## src/hw/rtl/tli_pkg.sv

```systemverilog
// ----------------------------------------------------------------------------
// tli_pkg
// shared types and constants of the table linear interpolator
// ----------------------------------------------------------------------------
package tli_pkg;

    localparam int TABLE_DEPTH_DEF = 64;
    localparam int KEY_W = 24;
    localparam int VAL_W = 32;

    localparam logic [1:0] OP_CLEAR = 2'd0;
    localparam logic [1:0] OP_LOAD  = 2'd1;
    localparam logic [1:0] OP_QUERY = 2'd2;

    localparam logic [1:0] ST_OK      = 2'd0;
    localparam logic [1:0] ST_EMPTY   = 2'd1;
    localparam logic [1:0] ST_OUTSIDE = 2'd2;
    localparam logic [1:0] ST_FULL    = 2'd3;

    localparam logic [1:0] MODE_ZERO = 2'd0;
    localparam logic [1:0] MODE_EDGE = 2'd1;

    // memory port select for the datapath address mux
    typedef enum logic [2:0] {
        AS_LOAD_SCAN = 3'd0,
        AS_SHIFT     = 3'd1,
        AS_FIRST     = 3'd2,
        AS_LAST      = 3'd3,
        AS_MID       = 3'd4,
        AS_LO        = 3'd5,
        AS_LOM1      = 3'd6
    } addr_sel_t;

    // controller to datapath commands
    typedef struct packed {
        logic      latch_in;
        addr_sel_t asel;
        logic      rd;
        logic      wr_shift;
        logic      wr_new;
        logic      dec_pos;
        logic      cnt_clear;
        logic      cnt_inc;
        logic      bs_init;
        logic      bs_step;
        logic      cap_first;
        logic      cap_last;
        logic      cap_hi;
        logic      cap_lo;
        logic      div_start;
        logic      emit_zero;
        logic      emit_full;
        logic      emit_empty;
        logic      emit_first;
        logic      emit_last;
        logic      emit_interp;
    } tli_cmd_t;

    // datapath to controller status
    typedef struct packed {
        logic empty;
        logic full;
        logic pos_zero;
        logic scan_gt;
        logic bs_done;
        logic q_le_first;
        logic q_ge_last;
        logic div_done;
    } tli_sts_t;

endpackage

```

## src/hw/rtl/tli_ctrl.sv

```systemverilog
// ----------------------------------------------------------------------------
// tli_ctrl
// sequencer for clear, load insertion and query search
// ----------------------------------------------------------------------------
module tli_ctrl
    import tli_pkg::*;
(
    input  logic       clk,
    input  logic       rst_n,
    input  logic       start,
    input  logic [1:0] opcode,
    input  tli_sts_t   sts,
    output logic       busy,
    output tli_cmd_t   cmd
);

    typedef enum logic [13:0] {
        S_IDLE   = 14'b00000000000001,
        S_DISP   = 14'b00000000000010,
        S_LRD    = 14'b00000000000100,
        S_LCHK   = 14'b00000000001000,
        S_LWR    = 14'b00000000010000,
        S_QRDF   = 14'b00000000100000,
        S_QRDL   = 14'b00000001000000,
        S_QEDGE  = 14'b00000010000000,
        S_BSRD   = 14'b00000100000000,
        S_BSCMP  = 14'b00001000000000,
        S_HIRD   = 14'b00010000000000,
        S_LORD   = 14'b00100000000000,
        S_MUL    = 14'b01000000000000,
        S_DIV    = 14'b10000000000000
    } state_t;

    state_t state_reg, state_next;
    logic [1:0] op_reg;
    logic [1:0] sub_reg, sub_next;

    always_ff @(posedge clk or negedge rst_n)
    begin
        if (!rst_n)
        begin
            state_reg <= S_IDLE;
            op_reg <= OP_CLEAR;
            sub_reg <= '0;
        end
        else
        begin
            state_reg <= state_next;
            sub_reg <= sub_next;
            if (state_reg == S_IDLE && start)
                op_reg <= opcode;
        end
    end

    // next state and commands
    always_comb
    begin
        state_next = state_reg;
        sub_next = sub_reg;
        cmd = '0;
        cmd.asel = AS_FIRST;
        unique case (state_reg)
            S_IDLE:
            begin
                if (start)
                begin
                    cmd.latch_in = 1'b1;
                    state_next = S_DISP;
                end
            end
            S_DISP:
            begin
                state_next = S_IDLE;
                case (op_reg)
                    OP_CLEAR:
                    begin
                        cmd.cnt_clear = 1'b1;
                        cmd.emit_zero = 1'b1;
                    end
                    OP_LOAD:
                        if (sts.full)
                            cmd.emit_full = 1'b1;
                        else
                            state_next = S_LRD;
                    OP_QUERY:
                        if (sts.empty)
                            cmd.emit_empty = 1'b1;
                        else
                        begin
                            cmd.asel = AS_FIRST;
                            cmd.rd = 1'b1;
                            state_next = S_QRDF;
                        end
                    default:
                        cmd.emit_zero = 1'b1;
                endcase
            end
            // read entry below the insertion point
            S_LRD:
            begin
                if (sts.pos_zero)
                    state_next = S_LWR;
                else
                begin
                    cmd.asel = AS_LOAD_SCAN;
                    cmd.rd = 1'b1;
                    state_next = S_LCHK;
                end
            end
            // move it up if its key is greater
            S_LCHK:
            begin
                if (sts.scan_gt)
                begin
                    cmd.asel = AS_SHIFT;
                    cmd.wr_shift = 1'b1;
                    cmd.dec_pos = 1'b1;
                    state_next = S_LRD;
                end
                else
                    state_next = S_LWR;
            end
            S_LWR:
            begin
                cmd.asel = AS_SHIFT;
                cmd.wr_new = 1'b1;
                cmd.cnt_inc = 1'b1;
                cmd.emit_zero = 1'b1;
                state_next = S_IDLE;
            end
            S_QRDF:
            begin
                cmd.cap_first = 1'b1;
                cmd.asel = AS_LAST;
                cmd.rd = 1'b1;
                state_next = S_QRDL;
            end
            S_QRDL:
            begin
                cmd.cap_last = 1'b1;
                state_next = S_QEDGE;
            end
            S_QEDGE:
            begin
                cmd.bs_init = 1'b1;
                if (sts.q_le_first)
                begin
                    cmd.emit_first = 1'b1;
                    state_next = S_IDLE;
                end
                else if (sts.q_ge_last)
                begin
                    cmd.emit_last = 1'b1;
                    state_next = S_IDLE;
                end
                else
                    state_next = S_BSRD;
            end
            S_BSRD:
            begin
                if (sts.bs_done)
                begin
                    cmd.asel = AS_LO;
                    cmd.rd = 1'b1;
                    state_next = S_HIRD;
                end
                else
                begin
                    cmd.asel = AS_MID;
                    cmd.rd = 1'b1;
                    state_next = S_BSCMP;
                end
            end
            S_BSCMP:
            begin
                cmd.bs_step = 1'b1;
                state_next = S_BSRD;
            end
            S_HIRD:
            begin
                cmd.cap_hi = 1'b1;
                cmd.asel = AS_LOM1;
                cmd.rd = 1'b1;
                state_next = S_LORD;
            end
            S_LORD:
            begin
                cmd.cap_lo = 1'b1;
                sub_next = '0;
                state_next = S_MUL;
            end
            // product registers after operands settle
            S_MUL:
            begin
                sub_next = sub_reg + 2'd1;
                if (sub_reg == 2'd1)
                begin
                    cmd.div_start = 1'b1;
                    state_next = S_DIV;
                end
            end
            S_DIV:
            begin
                if (sts.div_done)
                begin
                    cmd.emit_interp = 1'b1;
                    state_next = S_IDLE;
                end
            end
            default:
                state_next = S_IDLE;
        endcase
    end

    assign busy = (state_reg != S_IDLE);

    // a request is only taken in idle
    a_accept_idle: assert property (@(posedge clk) disable iff (!rst_n)
        (start && !busy) |=> (state_reg == S_DISP))
        else $error("accept did not dispatch");
    a_div_in_div: assert property (@(posedge clk) disable iff (!rst_n)
        sts.div_done |-> (state_reg == S_DIV))
        else $error("divider done outside divide state");
    a_one_emit: assert property (@(posedge clk) disable iff (!rst_n)
        $onehot0({cmd.emit_zero, cmd.emit_full, cmd.emit_empty,
                  cmd.emit_first, cmd.emit_last, cmd.emit_interp}))
        else $error("multiple results in one cycle");

endmodule

```

## config.mk

```make
export PLATFORM = sky130hd
export DESIGN_NAME = tli_ctrl
export DESIGN_NICKNAME = d
export VERILOG_FILES = /design/src/hw/rtl/tli_pkg.sv /design/src/hw/rtl/tli_ctrl.sv
export SDC_FILE = /design/constraint.sdc
export NUM_CORES = 1
export LEC_CHECK = 0
export ABC_AREA = 0
export ABC_CLOCK_PERIOD_IN_PS = 5510
export BUFFER_PORTS_ARGS = -buffer_cell sky130_fd_sc_hd__buf_2
export CORE_MARGIN = 2
export CORE_UTILIZATION = 35
export CTS_CLUSTER_DIAMETER = 100
export CTS_CLUSTER_SIZE = 30
export DETAILED_ROUTE_END_ITERATION = 12
export GPL_ROUTABILITY_DRIVEN = 0
export SYNTH_ARGS = -nofsm -noshare
export SYNTH_HDL_FRONTEND = slang
export SYNTH_SLANG_ARGS = --single-unit
export TNS_END_PERCENT = 10
```

## constraint.sdc

```tcl
create_clock -name clk -period 5.51 [get_ports clk]
set_clock_uncertainty 0.05 [all_clocks]
set_input_delay 0.2755 -clock clk [delete_from_list [all_inputs] [get_ports clk]]
set_output_delay 0.2755 -clock clk [all_outputs]
set_load 0.05 [all_outputs]
```

==> out/qor.txt <==
max FFs per register -> 14
count of state elements after synthesis -> 18
worst path cell trace -> nor4_1 > and3_2 > and4b_1 > o21bai_1 > buf_2
clk sinks -> 18
minimum clock period -> 2.93 ns
gr ovfl total -> 0
slowest cell on the critical path -> nor4_1
I/O pin cnt -> 37
postcts setup bufs -> 0
clock tree from TritonCTS -> yes
Setup TNS -> 0 ns
pwr/cell area -> 291 nW/um^2
outcome -> complete, no violations
CP peak stage delay -> 0.75 ns
VDD IR max -> 0.000202 V
fin crit share -> 53.2%
Worst-path clk slew -> 0.11 ns
first-pass GRT wire length -> 5390 um
Layout area overhead -> 18.1%
Pre-Repair DR Iteration Count -> 4
flop2flop setup slack -> 3.28 ns
P_leak -> 0.852 nW
Post-synth EDFFs -> 0
Crit Path Category -> reg2out
chip width -> 64.5 um
# setup viols final -> 0
share of cells above drive strength 1 -> 33.9%
Logic pwr share -> 46.7%
CTS Buf Count -> 3
P_int -> 252 uW
end point of the critical path -> cmd[5]
# fillers -> 343
Worst slew margin -> 44.0%
sw frac -> 42.8%
syn_area_per_cell -> 9.43 um^2
DP Wirelength -> 2480 um
post-synth top area share -> 33.2%
Routed WL -> 3150 um
Pins Over Slew Limit -> 0
Post-Syn Nets -> 153
drt wl/cell -> 14.5 um
startpoint class of the critical path -> flip-flop
CP required -> 5.18 ns
largest net degree at the start of global routing -> 19
num rows -> 21
DRC Markers -> 0
CTS H-Tree Depth -> 1
Post-Synthesis Cells -> 136
P_sw -> 188 uW
asr flop ratio synth -> 100%
Worst EP arrival -> 2.60 ns
later-pin clock latency in the skew report -> 0.31 ns
DIE AREA -> 4160 um^2
# diodes -> 0
Mapped Area -> 1280 um^2
Worst Hold Class -> in2reg
area of the multi-input gates -> 756 um^2
Initial DRC Count -> 54
buffer depth of the longest clock path -> 2
Worst setup EP type -> output port
vias per inst -> 5.35
R2R cell count -> 5
CP max FO -> 7
storage element area -> 452 um^2
top cells by area, synth -> dfrtp_1 (33%), nor2_1 (4.7%), and4b_1 (3.9%)
Synthesis Warnings -> 0
Total GRT Usage -> 16.8%
Critical R2R Launch -> state_reg[1]
top-count cell post-synth -> dfrtp_1
ys flop type -> dfrtp_1
Initial Utilization -> 37.5%
layout net count -> 189
initial antenna violation count -> 0
FF-to-FF End -> state_reg[0]
PortBufs -> 36
sequential share of the synthesized area -> 35.2%
Post-DRT Antenna Nets -> 0
root buffer cell -> clkbuf_4
library cells used by synthesis -> 49
total number of vias -> 1161
Place WS -> 3.00 ns
Worst Slack Setup Final -> 2.58 ns
Die Y -> 64.5 um
Worst-Margin Slew -> 0.833 ns
Final Hold Vio Count -> 0
vias in the first global route -> 1199
Core Area -> 3420 um^2
power share of the clock group -> 15.9%
hold buffers post-CTS -> 1
Max-Cap Viols -> 0
area leader, netlist -> dfrtp_1
Max Freq -> 341 MHz
RSZ-0062 raised after global routing -> no
Post-synth top cells -> dfrtp_1 (17), nor2_1 (16), nand2_1 (11)
sequential power share -> 37.4%
crit path launch -> state_reg[1]
post-cts repair resize count -> 0
[worst min-delay path by stage]
stage,depth (start not counted),start,slack (ns),end
5_1_grt,2,sts[3],0.05,state_reg[9]
3_5_place_dp,1,rst_n,0.18,state_reg[6]
6_report,2,sts[3],0.06,state_reg[9]
2_1_floorplan,0,rst_n,-0.07,op_reg[0]
4_1_cts,2,sts[3],0.05,state_reg[9]
3_3_place_gp,1,rst_n,0.18,state_reg[7]
[routing by layer]
| layer | track usage [%] | part of all wire (%) | vias to the layer above |
|---|---|---|---|
| met3 | 2.78 | 5.9 | 4 |
| met1 | 22.4 | 48 | 545 |
| li1 | - | - | 567 |
| met4 | 7.98 | 1.4 | 0 |
| met5 | 0 | 0 | - |
| met2 | 26.6 | 44 | 45 |
[cell type report]
type	count	share of cell area, %
repair buffers	37	12.6
multi-input cells	103	49.9
inverters	9	2.23
flip-flops and latches	18	29.8
well taps	46	3.80
clock buffers	4	1.73
[cells in the final DEF (no fill, tap or decap), drive strengths merged, types with 5 or more instances in the layout]
| cell | count |
|---|---|
| inv | 9 |
| nor2 | 17 |
| buf | 36 |
| and4 | 6 |
| dfrtp | 17 |
| and4b | 5 |
| nand2 | 13 |
[worst max-delay path: cells and delay by family, from the launching register on]
kind            cells  cell delay (ns)
simple gates        3             1.46
flops               1             0.44
buf+inv             1             0.27
compound gates      1             0.14
[power by group through the flow]
stage | Clock [mW] | Combinational (mW) | Sequential, mW
2_1_floorplan | 0 | 0.172 | 0.163
5_1_grt | 0.0789 | 0.227 | 0.169
3_3_place_gp | 0 | 0.200 | 0.166
3_5_place_dp | 0 | 0.205 | 0.167
6_report | 0.0702 | 0.206 | 0.165
4_1_cts | 0.0742 | 0.207 | 0.164
[kinds of logic after synthesis]
group                      after synthesis  share of synthesized area, %
DFF                                     18                          35.2
and+or+nand+nor                         78                          41.4
adders and majority gates                4                          3.90
muxes                                    3                          3.12
AOI/OAI and AO/OA                       15                          8.49
xor gates and xnor gates                 3                          2.05
buffers and inverters                   15                          5.85
[per-stage QoR]
stage	std cells	util (%)	hold WS, ns	cell area (um^2)	total power [mW]
detailed placement	212	43.3	0.180	1480	0.373
floorplan	136	-	-0.0701	1280	0.335
finish	217	44.4	0.0619	1520	0.441
global placement	212	43.3	0.183	1480	0.366
global route	217	44.4	0.0489	1520	0.475
CTS	217	44.4	0.0497	1520	0.445
(Power assumes the default switching activity.)
